### src/dcd_pkg.sv
// Package for the drawing command decoder: word types, opcodes, tool codes
// and canvas defaults. No dependencies.
package dcd_pkg;

	localparam int CANVAS_WIDTH_DEF = 200;
	localparam int CANVAS_HEIGHT_DEF = 200;

	// Opcodes in command bits 7..6
	localparam logic [1:0] OP_DX = 2'd0;
	localparam logic [1:0] OP_DY = 2'd1;
	localparam logic [1:0] OP_TOOL = 2'd2;
	localparam logic [1:0] OP_DATA = 2'd3;

	// Tool operands
	localparam logic [5:0] TOOL_NONE = 6'd0;
	localparam logic [5:0] TOOL_LINE = 6'd1;
	localparam logic [5:0] TOOL_BLOCK = 6'd2;
	localparam logic [5:0] TOOL_COLOUR = 6'd3;
	localparam logic [5:0] TOOL_TARGETX = 6'd4;
	localparam logic [5:0] TOOL_TARGETY = 6'd5;

	typedef struct packed {
		logic [7:0] command_byte;
		logic start_of_stream;
	} cmd_word_t;

	typedef struct packed {
		logic [7:0] x_first;
		logic [7:0] x_last;
		logic [7:0] y_first;
		logic [7:0] y_last;
		logic [7:0] fill_grey;
		logic status;
	} fill_word_t;

endpackage

### src/drawing_command_decoder_core.sv
// Drawing command decoder: input register, single-pass decode and clip logic,
// result register. Depends on dcd_pkg.
//
// A result is loaded into the result register as its command leaves the input
// register. Throughput: one command per cycle, unless a result must wait for a
// full, stalled output; the input register and the result register each hold one word.
// Reset (arst_n low): tool line, pen grey 0, accumulator and all coordinates 0,
// both registers empty.
module drawing_command_decoder_core #(
	parameter int CANVAS_WIDTH = dcd_pkg::CANVAS_WIDTH_DEF,
	parameter int CANVAS_HEIGHT = dcd_pkg::CANVAS_HEIGHT_DEF
) (
	input logic clk,
	input logic arst_n,
	input logic cmd_valid,
	output logic cmd_stall,
	input dcd_pkg::cmd_word_t cmd,
	output logic fill_valid,
	input logic fill_stall,
	output dcd_pkg::fill_word_t fill
);
	import dcd_pkg::*;

	localparam logic signed [33:0] X_MAX = 34'(CANVAS_WIDTH - 1);
	localparam logic signed [33:0] Y_MAX = 34'(CANVAS_HEIGHT - 1);

	// Input register
	cmd_word_t cmd_s1;
	logic valid_s1;

	// Decoder state
	logic [1:0] tool_q;
	logic [7:0] grey_q;
	logic [31:0] acc_q, cx_q, cy_q, tx_q, ty_q;

	// Result register
	fill_word_t fill_q;
	logic fill_valid_q;

	// Effective state after an optional start of stream
	logic [1:0] tool_e, tool_n;
	logic [7:0] grey_e, grey_n;
	logic [31:0] acc_e, cx_e, cy_e, tx_e, ty_e;
	logic [31:0] acc_n, cx_n, cy_n, tx_n, ty_n;
	logic [1:0] opcode;
	logic [5:0] operand;
	logic [31:0] offset;

	logic signed [33:0] x0, x1, y0, y1, xlo, xhi, ylo, yhi;
	logic is_line, is_block, diag, span_ok, res_valid, advance;
	fill_word_t res;

	assign opcode = cmd_s1.command_byte[7:6];
	assign operand = cmd_s1.command_byte[5:0];
	assign offset = {{26{operand[5]}}, operand};

	// Start of stream replaces the state with its reset values
	always_comb begin
		if (cmd_s1.start_of_stream) begin
			tool_e = TOOL_LINE[1:0];
			grey_e = 8'd0;
			acc_e = 32'd0;
			cx_e = 32'd0;
			cy_e = 32'd0;
			tx_e = 32'd0;
			ty_e = 32'd0;
		end else begin
			tool_e = tool_q;
			grey_e = grey_q;
			acc_e = acc_q;
			cx_e = cx_q;
			cy_e = cy_q;
			tx_e = tx_q;
			ty_e = ty_q;
		end
	end

	// Decode the command into next state
	always_comb begin
		tool_n = tool_e;
		grey_n = grey_e;
		acc_n = acc_e;
		cx_n = cx_e;
		cy_n = cy_e;
		tx_n = tx_e;
		ty_n = ty_e;
		unique case (opcode)
			OP_DX: tx_n = tx_e + offset;
			OP_DY: begin
				ty_n = ty_e + offset;
				cx_n = tx_e;
				cy_n = ty_e + offset;
			end
			OP_TOOL: begin
				acc_n = 32'd0;
				unique case (operand) inside
					TOOL_NONE, TOOL_LINE, TOOL_BLOCK: tool_n = operand[1:0];
					TOOL_COLOUR: grey_n = acc_e[15:8];
					TOOL_TARGETX: tx_n = acc_e;
					TOOL_TARGETY: ty_n = acc_e;
					default: ;
				endcase
			end
			default: acc_n = {acc_e[25:0], 6'd0} + {26'd0, operand};
		endcase
	end

	// Span from current point to target; block is half-open
	assign is_line = (tool_e == TOOL_LINE[1:0]);
	assign is_block = (tool_e == TOOL_BLOCK[1:0]);
	assign diag = is_line && (cx_e != tx_e) && (cy_e != ty_n);

	always_comb begin
		x0 = {{2{cx_e[31]}}, cx_e};
		y0 = {{2{cy_e[31]}}, cy_e};
		x1 = {{2{tx_e[31]}}, tx_e} - 34'(is_block);
		y1 = {{2{ty_n[31]}}, ty_n} - 34'(is_block);
		// Clip to the canvas
		xlo = (x0 < 34'sd0) ? 34'sd0 : x0;
		ylo = (y0 < 34'sd0) ? 34'sd0 : y0;
		xhi = (x1 > X_MAX) ? X_MAX : x1;
		yhi = (y1 > Y_MAX) ? Y_MAX : y1;
	end

	assign span_ok = (x0 <= x1) && (y0 <= y1) && (xlo <= xhi) && (ylo <= yhi);
	assign res_valid = valid_s1 && (opcode == OP_DY) && (is_line || is_block)
		&& (diag || span_ok);

	always_comb begin
		if (diag) begin
			res = '0;
			res.status = 1'b1;
		end else begin
			res.x_first = xlo[7:0];
			res.x_last = xhi[7:0];
			res.y_first = ylo[7:0];
			res.y_last = yhi[7:0];
			res.fill_grey = grey_e;
			res.status = 1'b0;
		end
	end

	// Advance unless a result must wait for a full, stalled output
	assign advance = valid_s1 && (!fill_valid_q || !fill_stall || !res_valid);
	assign cmd_stall = valid_s1 && !advance;

	// Hold the input word
	always_ff @(posedge clk or negedge arst_n) begin
		if (!arst_n) begin
			valid_s1 <= 1'b0;
		end else if (cmd_valid && !cmd_stall) begin
			valid_s1 <= 1'b1;
		end else if (advance) begin
			valid_s1 <= 1'b0;
		end
	end

	always_ff @(posedge clk) begin
		if (cmd_valid && !cmd_stall) begin
			cmd_s1 <= cmd;
		end
	end

	// Commit decoder state
	always_ff @(posedge clk or negedge arst_n) begin
		if (!arst_n) begin
			tool_q <= TOOL_LINE[1:0];
			grey_q <= 8'd0;
			acc_q <= 32'd0;
			cx_q <= 32'd0;
			cy_q <= 32'd0;
			tx_q <= 32'd0;
			ty_q <= 32'd0;
		end else if (advance) begin
			tool_q <= tool_n;
			grey_q <= grey_n;
			acc_q <= acc_n;
			cx_q <= cx_n;
			cy_q <= cy_n;
			tx_q <= tx_n;
			ty_q <= ty_n;
		end
	end

	// Load or drain the result word
	always_ff @(posedge clk or negedge arst_n) begin
		if (!arst_n) begin
			fill_valid_q <= 1'b0;
		end else if (advance && res_valid) begin
			fill_valid_q <= 1'b1;
		end else if (!fill_stall) begin
			fill_valid_q <= 1'b0;
		end
	end

	always_ff @(posedge clk) begin
		if (advance && res_valid) begin
			fill_q <= res;
		end
	end

	assign fill_valid = fill_valid_q;
	assign fill = fill_q;

endmodule
### config.mk
export PLATFORM = sky130hd
export DESIGN_NAME = drawing_command_decoder_core
export DESIGN_NICKNAME = d
export VERILOG_FILES = /design/src/dcd_pkg.sv /design/src/drawing_command_decoder_core.sv
export SDC_FILE = /design/constraint.sdc
export NUM_CORES = 1
export LEC_CHECK = 0
export BUFFER_PORTS_ARGS = -buffer_cell sky130_fd_sc_hd__buf_4
export CORE_MARGIN = 2
export CORE_UTILIZATION = 43
export DETAILED_ROUTE_END_ITERATION = 6
export GPL_TIMING_DRIVEN = 0
export PLACE_DENSITY = 0.61
export SLEW_MARGIN = 30
export SYNTH_ARGS = -nofsm -noshare
export SYNTH_HDL_FRONTEND = slang
export SYNTH_SLANG_ARGS = --single-unit
### constraint.sdc
create_clock -name clk -period 23.6 [get_ports clk]
set_input_delay 3.54 -clock clk [delete_from_list [all_inputs] [get_ports clk]]
set_output_delay 3.54 -clock clk [all_outputs]
set_load 0.1 [all_outputs]
==> results of run 1 <==
==> worst max-delay path, delay by kind of cell, from the launching register on <==
kind                       cells  cell delay (ns)
adders and majority gates      2             0.72
xor gates and xnor gates       1             0.23
DFF                            1             0.37
buffers and inverters         17             6.40
and+or+nand+nor               13             3.79
AOI/OAI and AO/OA             14             4.84
==> stage by stage <==
stage / cell area [µm²] / instances / hold WS [ns] / worst slack (ns)
after floorplan: 21400 / 2666 / 0.439 / 9.46
after global placement: 22700 / 3385 / 0.450 / 2.91
after detailed placement: 22900 / 3398 / 0.458 / 3.93
after CTS: 23800 / 3450 / 0.471 / 3.23
after global routing: 23800 / 3450 / 0.486 / 2.66
final: 23800 / 3450 / 0.473 / 3.04
==> routing by layer <==
metal / vias to the layer above / global-route usage, %
met5: - / 0
met4: 0 / 10.2
met3: 155 / 10.2
met2: 1314 / 50.5
met1: 10770 / 50.4
li1: 10024 / -
==> power by group through the flow <==
| stage | Sequential [mW] | Combinational (mW) | Clock (mW) |
|---|---|---|---|
| 6_report | 0.547 | 1.03 | 0.434 |
| 5_1_grt | 0.551 | 1.10 | 0.451 |
| 4_1_cts | 0.541 | 0.998 | 0.436 |
| 3_5_place_dp | 0.547 | 0.994 | 0 |
| 3_3_place_gp | 0.548 | 0.974 | 0 |
| 2_1_floorplan | 0.540 | 0.667 | 0 |
==> synth_stat cells (all sizes together), types with 9 or more instances <==
master / number
dfrtp: 171
edfxtp: 50
inv: 158
and3: 19
a21o: 62
nand4: 47
a221oi: 11
or4: 11
buf: 71
o31ai: 21
o221ai: 35
a222oi: 23
a22oi: 20
clkbuf: 96
ha: 185
nand2b: 43
nor2b: 104
a31oi: 22
o211ai: 26
a22o: 39
nor2: 198
xor2: 31
o22ai: 12
and2: 27
xnor2: 97
and4: 9
nand2: 313
nor3: 93
a32o: 20
or2: 11
o21ai: 136
a211oi: 16
nand3: 106
or3: 24
a211o: 9
nor4: 42
o2bb2ai: 32
mux2i: 10
o21a: 19
a21oi: 121
==> path summary, 6_finish.rpt <==
path,startpoint,end,slack [ns],cells after the start
max in group asynchronous,arst_n,cx_q[16]$_DFFE_PN0P_,19.69,3
min,cy_q[4]$_DFFE_PN0P_,cy_q[4]$_DFFE_PN0P_,0.47,2
min in group asynchronous,arst_n,ty_q[15]$_DFFE_PN0P_,2.83,1
max,cmd_s1[0]$_DFFE_PP_,cmd_stall,3.04,47
min reg2reg,cy_q[4]$_DFFE_PN0P_,cy_q[4]$_DFFE_PN0P_,0.47,2
max reg2reg,cmd_s1[0]$_DFFE_PP_,fill[0]$_DFFE_PP_,6.57,52
==> layout make-up <==
type	instances	area (µm²)
Fill cell	4876	25300
Sequential cell	222	5810
Tap cell	664	831
Clock buffer	31	733
Inverter	158	593
Buffer	167	761
Clock inverter	21	169
Multi-Input combinational cell	2119	14300
Timing Repair Buffer	68	562
==> sequential cells by signal (all words and copies together) (netlist names), 2 cells and up <==
register / flops
acc_q: 32
cmd_s1: 9
cx_q: 32
cy_q: 32
fill: 41
grey_q: 8
tool_q: 2
tx_q: 32
ty_q: 32
==> kinds of logic (layout without fill, tap and decap cells) <==
kind of cell	after synthesis	after routing	synth area share (%)
buffers and inverters	325	445	6.31
adder cells (fa/ha/maj)	187	187	11.0
multiplexers	17	17	0.835
AO/OA/AOI/OAI	715	715	24.3
AND/OR/NAND/NOR	1072	1072	25.2
XOR/XNOR	128	128	5.23
flip-flops	222	222	27.1
==> results by group, run 1 <==
Critical path
  • Worst path required time: 20.06 ns
  • WS Path Type: register to output port
  • CP peak stage delay: 0.88 ns
  • CP most frequent cell: buf_4
  • Worst setup EP type: output port
  • Critical path arrival: 17.02 ns
  • Peak fanout along the critical path: 10
  • Crit start category: register
  • Slowest cell on crit path: clkbuf_1

Pwr
  • Seq pwr share: 27.2%
  • Share of total power in the clock network: 21.6%
  • Power density cells: 84.6 nW/µm²
  • Sw Ratio: 47.4%
  • Int Power: 1.06 mW
  • Switching Power: 0.953 mW
  • Comb pwr share: 51.2%
  • Peak VDD IR: 0.0654 mV
  • Power Total: 2.01 mW
  • Leakage power: 10.3 nW

Final layout
  • Final design utilization: 48.5%
  • Most common cell after layout, fill and taps aside: nand2_1
  • Final net count: 2964
  • Most frequent cells in the layout: nand2_1, nor2_1, ha_1
  • Share of layout cells above drive strength 1: 8.69%
  • Antenna Cells: 0
  • Synth-to-layout area growth: 10.9%

Global route
  • Initial antenna violation count: 0
  • Largest net degree at the start of global routing: 74
  • Gr ovfl total: 0
  • First-pass GRT wire length: 134000 µm
  • Vias in the first global route: 20607
  • Tot GR Track Use: 35.0%

CTS
  • CTS tree: built
  • CTS Hold Bufs: 0
  • Post-CTS setup buffers: 0
  • Worst-path clk slew: 0.06 ns
  • Clock Tree Root: clkbuf_16
  • CTS sink cnt: 222
  • CTS Buf Count: 28
  • Clk buf depth: 3
  • Worst-Skew Late Latency: 0.59 ns
  • CTS resizes: 0
  • H-tree depth: 1

Run status
  • Violated checks: DRC
  • Run status: complete, but fails checks

Synth
  • Cell variety after synth: 100
  • Post-synth EDFFs: 50
  • Post-synth ARST share: 77.5%
  • Top post-synthesis cells by area: dfrtp_1, ha_1, edfxtp_1
  • Cell Area, Synth: 21400 µm²
  • Syn_nets: 2866
  • Synth Instances: 2666
  • Post-Syn Area per Cell: 8.04 µm²
  • Ys Warns: 0
  • Register area share after synthesis: 27.1%
  • Synth Flop Type: dfrtp_1
  • Synth area leader: dfrtp_1
  • Area share of the largest cell type after synthesis: 20.0%
  • Yosys reg bits: 222

Placed design
  • RD Place Congestion: 1.07
  • I/O Buffers: 55
  • Dpl hpwl: 73200 µm

Floorplan
  • Die W: 227 µm
  • DIE HEIGHT: 227 µm
  • Die ar.: 51700 µm²
  • Num ports: 56
  • Initial core utilization: 43.7%
  • Core Area: 49100 µm²
  • Row Count: 81

STA
  • Setup TNS Final: 0 ns
  • Crit path time final: 20.56 ns
  • Slew @ Worst Pin: 1.11 ns
  • Endpoints failing setup: 0
  • Fin crit share: 87.1%
  • Fmax: 48.6 MHz
  • Fin. max-slew vios: 0
  • Fin. Hold Viols: 0
  • Clk_skew: 0.0216 ns
  • RSZ-0062 raised after global routing: false
  • Slew headroom: 26.0%

Detailed routing
  • Vias per inst: 6.45
  • Met3 WL post-DR: 11300 µm
  • Met1 Routed Length: 40100 µm
  • Highest Signal Layer: met4
  • Initial DRC count: 2832
  • Post-route ant nets: 0
  • Drt drc: 11
  • Avg WL per Cell: 26.5 µm
  • Met2 wire len: 37000 µm
  • Initial DRT Pass Iterations: 7
  • Routed via count: 22263
  • Total detailed-routing wirelength: 91400 µm

Hold path
  • Hold crit path type: register to register

Job
  • Max-cap viol count: 0
No activity file was read; power rests on OpenSTA's default activity.
==> inputs of run 2 (changes only) <==
Settings changed: GPL_TIMING_DRIVEN 0 to unset, PLACE_DENSITY 0.61 to 0.65.
==> run 2 against run 1 <==
Compared with the run above: the run now ends clean; hold slack improved by 0.0024 ns; core utilization fell by 0.94 points; die area unchanged; via count fell by 3.0%; clock power up 7.8%; critical path depth fell by 9; worst setup slack gained 6.2 ns; wire length fell by 8.4%; non-clock buffer count is 140 lower; sequential share of layout area is 0.48 points higher; final cell count fell by 4.0%; critical path type unchanged; highest routed layer unchanged.
==> results by group, run 2 (synthesized netlist as in run 1, its figures left out) <==
Global route
  • Tot GR Track Use: 32.3% (-2.7 points)
  • Initial antenna violation count: 0 (unchanged)
  • Largest net degree at the start of global routing: 144 (+95%)
  • Gr ovfl total: 0 (unchanged)
  • Vias in the first global route: 20376 (-1.1%)
  • First-pass GRT wire length: 127000 µm (-5.2%)

Critical path
  • Worst setup EP type: output port
  • CP peak stage delay: 0.50 ns (-0.38 ns)
  • Crit start category: register
  • WS Path Type: register to output port
  • Peak fanout along the critical path: 143 (+133)
  • Critical path arrival: 10.79 ns (-6.23 ns)
  • Worst path required time: 20.06 ns (about the same)
  • Slowest cell on crit path: or3_1

Placed design
  • RD Place Congestion: 0.981 (-8.0%)
  • I/O Buffers: 55 (unchanged)
  • Post-placement setup slack: 9.90 ns (+5.98 ns)
  • Dpl hpwl: 61800 µm (-15%)

Job
  • Max-cap viol count: 0 (unchanged)

Pwr
  • Peak VDD IR: 0.0619 mV (-5.4%)
  • Sw Ratio: 46.5% (-0.90 points)
  • Share of total power in the clock network: 23.4% (+1.8 points)
  • Power density cells: 85.8 nW/µm² (+1.5%)
  • Switching Power: 0.931 mW (-2.4%)
  • Comb pwr share: 48.2% (-3.0 points)
  • Leakage power: 10.0 nW (-2.2%)
  • Seq pwr share: 28.4% (+1.2 points)
  • Int Power: 1.07 mW (+1.2%)
  • Power Total: 2.00 mW (-0.49%)

STA
  • Slew @ Worst Pin: 1.01 ns (-0.0965 ns)
  • Fmax: 69.8 MHz (+43%)
  • Fin. max-slew vios: 0 (unchanged)
  • Fin crit share: 60.7% (-26 points)
  • Setup TNS Final: 0 ns (unchanged)
  • Crit path time final: 14.33 ns (-6.23 ns)
  • Slew headroom: 31.9% (+5.9 points)
  • Final WS setup: 9.27 ns (+6.23 ns)
  • RSZ-0062 raised after global routing: false
  • Endpoints failing setup: 0 (unchanged)
  • Clk_skew: 0.0252 ns (+0.00361 ns)
  • Fin. Hold Viols: 0 (unchanged)

Final layout
  • Most frequent cells in the layout: nand2_1, nor2_1, ha_1
  • Synth-to-layout area growth: 8.77%
  • Antenna Cells: 0 (unchanged)
  • Largest register FFs: 41 (unchanged)
  • Most common cell after layout, fill and taps aside: nand2_1
  • Final net count: 2825 (-4.7%)
  • Share of layout cells above drive strength 1: 8.04% (-0.64 points)

CTS
  • CTS Buf Count: 29 (+3.6%)
  • CTS resizes: 0 (unchanged)
  • Worst-path clk slew: 0.06 ns (about the same)
  • Clock Tree Root: clkbuf_16
  • Post-CTS setup buffers: 0 (unchanged)
  • CTS tree: built
  • Clk buf depth: 3 (unchanged)
  • CTS sink cnt: 222 (unchanged)
  • CTS Hold Bufs: 0 (unchanged)
  • H-tree depth: 1 (unchanged)
  • Worst-Skew Late Latency: 0.62 ns (+0.03 ns)

Floorplan
  • Num ports: 56 (unchanged)
  • Initial core utilization: 43.7% (unchanged)
  • Die W: 227 µm (unchanged)
  • Row Count: 81 (unchanged)
  • Core Area: 49100 µm² (unchanged)
  • Die ar.: 51700 µm² (unchanged)
  • DIE HEIGHT: 227 µm (unchanged)

Detailed routing
  • Met1 Routed Length: 36600 µm (-8.7%)
  • Avg WL per Cell: 25.3 µm (-4.6%)
  • Highest Signal Layer: met4
  • Total detailed-routing wirelength: 83700 µm (-8.4%)
  • Vias per inst: 6.52 (+1.1%)
  • Routed via count: 21603 (-3.0%)
  • Met3 WL post-DR: 9560 µm (-15%)
  • Initial DRT Pass Iterations: 6 (-1)
  • Drt drc: 0 (-11)
  • Met2 wire len: 34000 µm (-8.0%)
  • Post-route ant nets: 0 (unchanged)
  • Initial DRC count: 3058 (+8.0%)

Hold path
  • Hold crit path type: register to register

Run status
  • Run status: completed
[run 2: changes by cell type in the layout (fill, tap and decap cells not counted), moves of 7 or more]
cell / before / now
buf_4: 66 / 91
clkinv_2: 12 / 4
clkbuf_1: 98 / 6
buf_6: 7 / 0
buf_1: 14 / 0
buf_2: 47 / 0
[run 2: power groups by stage]
stage	clock (mW)	sequential (mW)	combinational [mW]
after floorplan	0	0.540	0.667
after global placement	0	0.566	0.922
after detailed placement	0	0.566	0.935
after CTS	0.473	0.560	0.938
after global routing	0.486	0.572	1.05
final	0.468	0.568	0.965
[run 2: critical path: cells and delay by family (launching register included)]
family	cells	cell delay, ns
flops	1	0.41
mux	1	0.47
fa+ha+maj	3	0.89
compound gates	14	3.61
buf+inv	4	0.87
simple gates	16	3.86
[run 2: metal layers]
metal	up-vias	global-route usage (%)
met3	201	6.89
met4	0	12.8
li1	9713	-
met5	-	0
met2	1307	45.6
met1	10382	47.6
[run 2: worst paths after layout]
check | to | slack (ns) | depth (start not counted) | start
worst min register to register | tool_q[0]$_DFFE_PN1P_ | 0.48 | 2 | tool_q[0]$_DFFE_PN1P_
worst min-delay path | tool_q[0]$_DFFE_PN1P_ | 0.48 | 2 | tool_q[0]$_DFFE_PN1P_
max in group asynchronous | cy_q[17]$_DFFE_PN0P_ | 19.13 | 3 | arst_n
min in group asynchronous | ty_q[6]$_DFFE_PN0P_ | 2.80 | 1 | arst_n
worst max-delay path | cmd_stall | 9.27 | 38 | cmd_s1[0]$_DFFE_PP_
worst max register to register | tx_q[4]$_DFFE_PN0P_ | 12.54 | 37 | cmd_s1[0]$_DFFE_PP_
[run 2: layout make-up]
type	count	area [µm²]
Sequential cell	222	5810
Tap cell	664	831
Clock buffer	37	776
Timing Repair Buffer	95	773
Clock inverter	17	201
Fill cell	4856	25700
Multi-Input combinational cell	2119	14300
Inverter	158	593
[run 2: stage by stage]
stage	utilization, %	instance area, µm²	hold WS (ns)	instances
floorplan	-	21400	0.439	2666
global placement	45.4	22300	0.456	3256
detailed placement	45.4	22300	0.456	3256
CTS	47.4	23200	0.470	3310
global route	47.5	23300	0.484	3312
finish	47.5	23300	0.476	3312
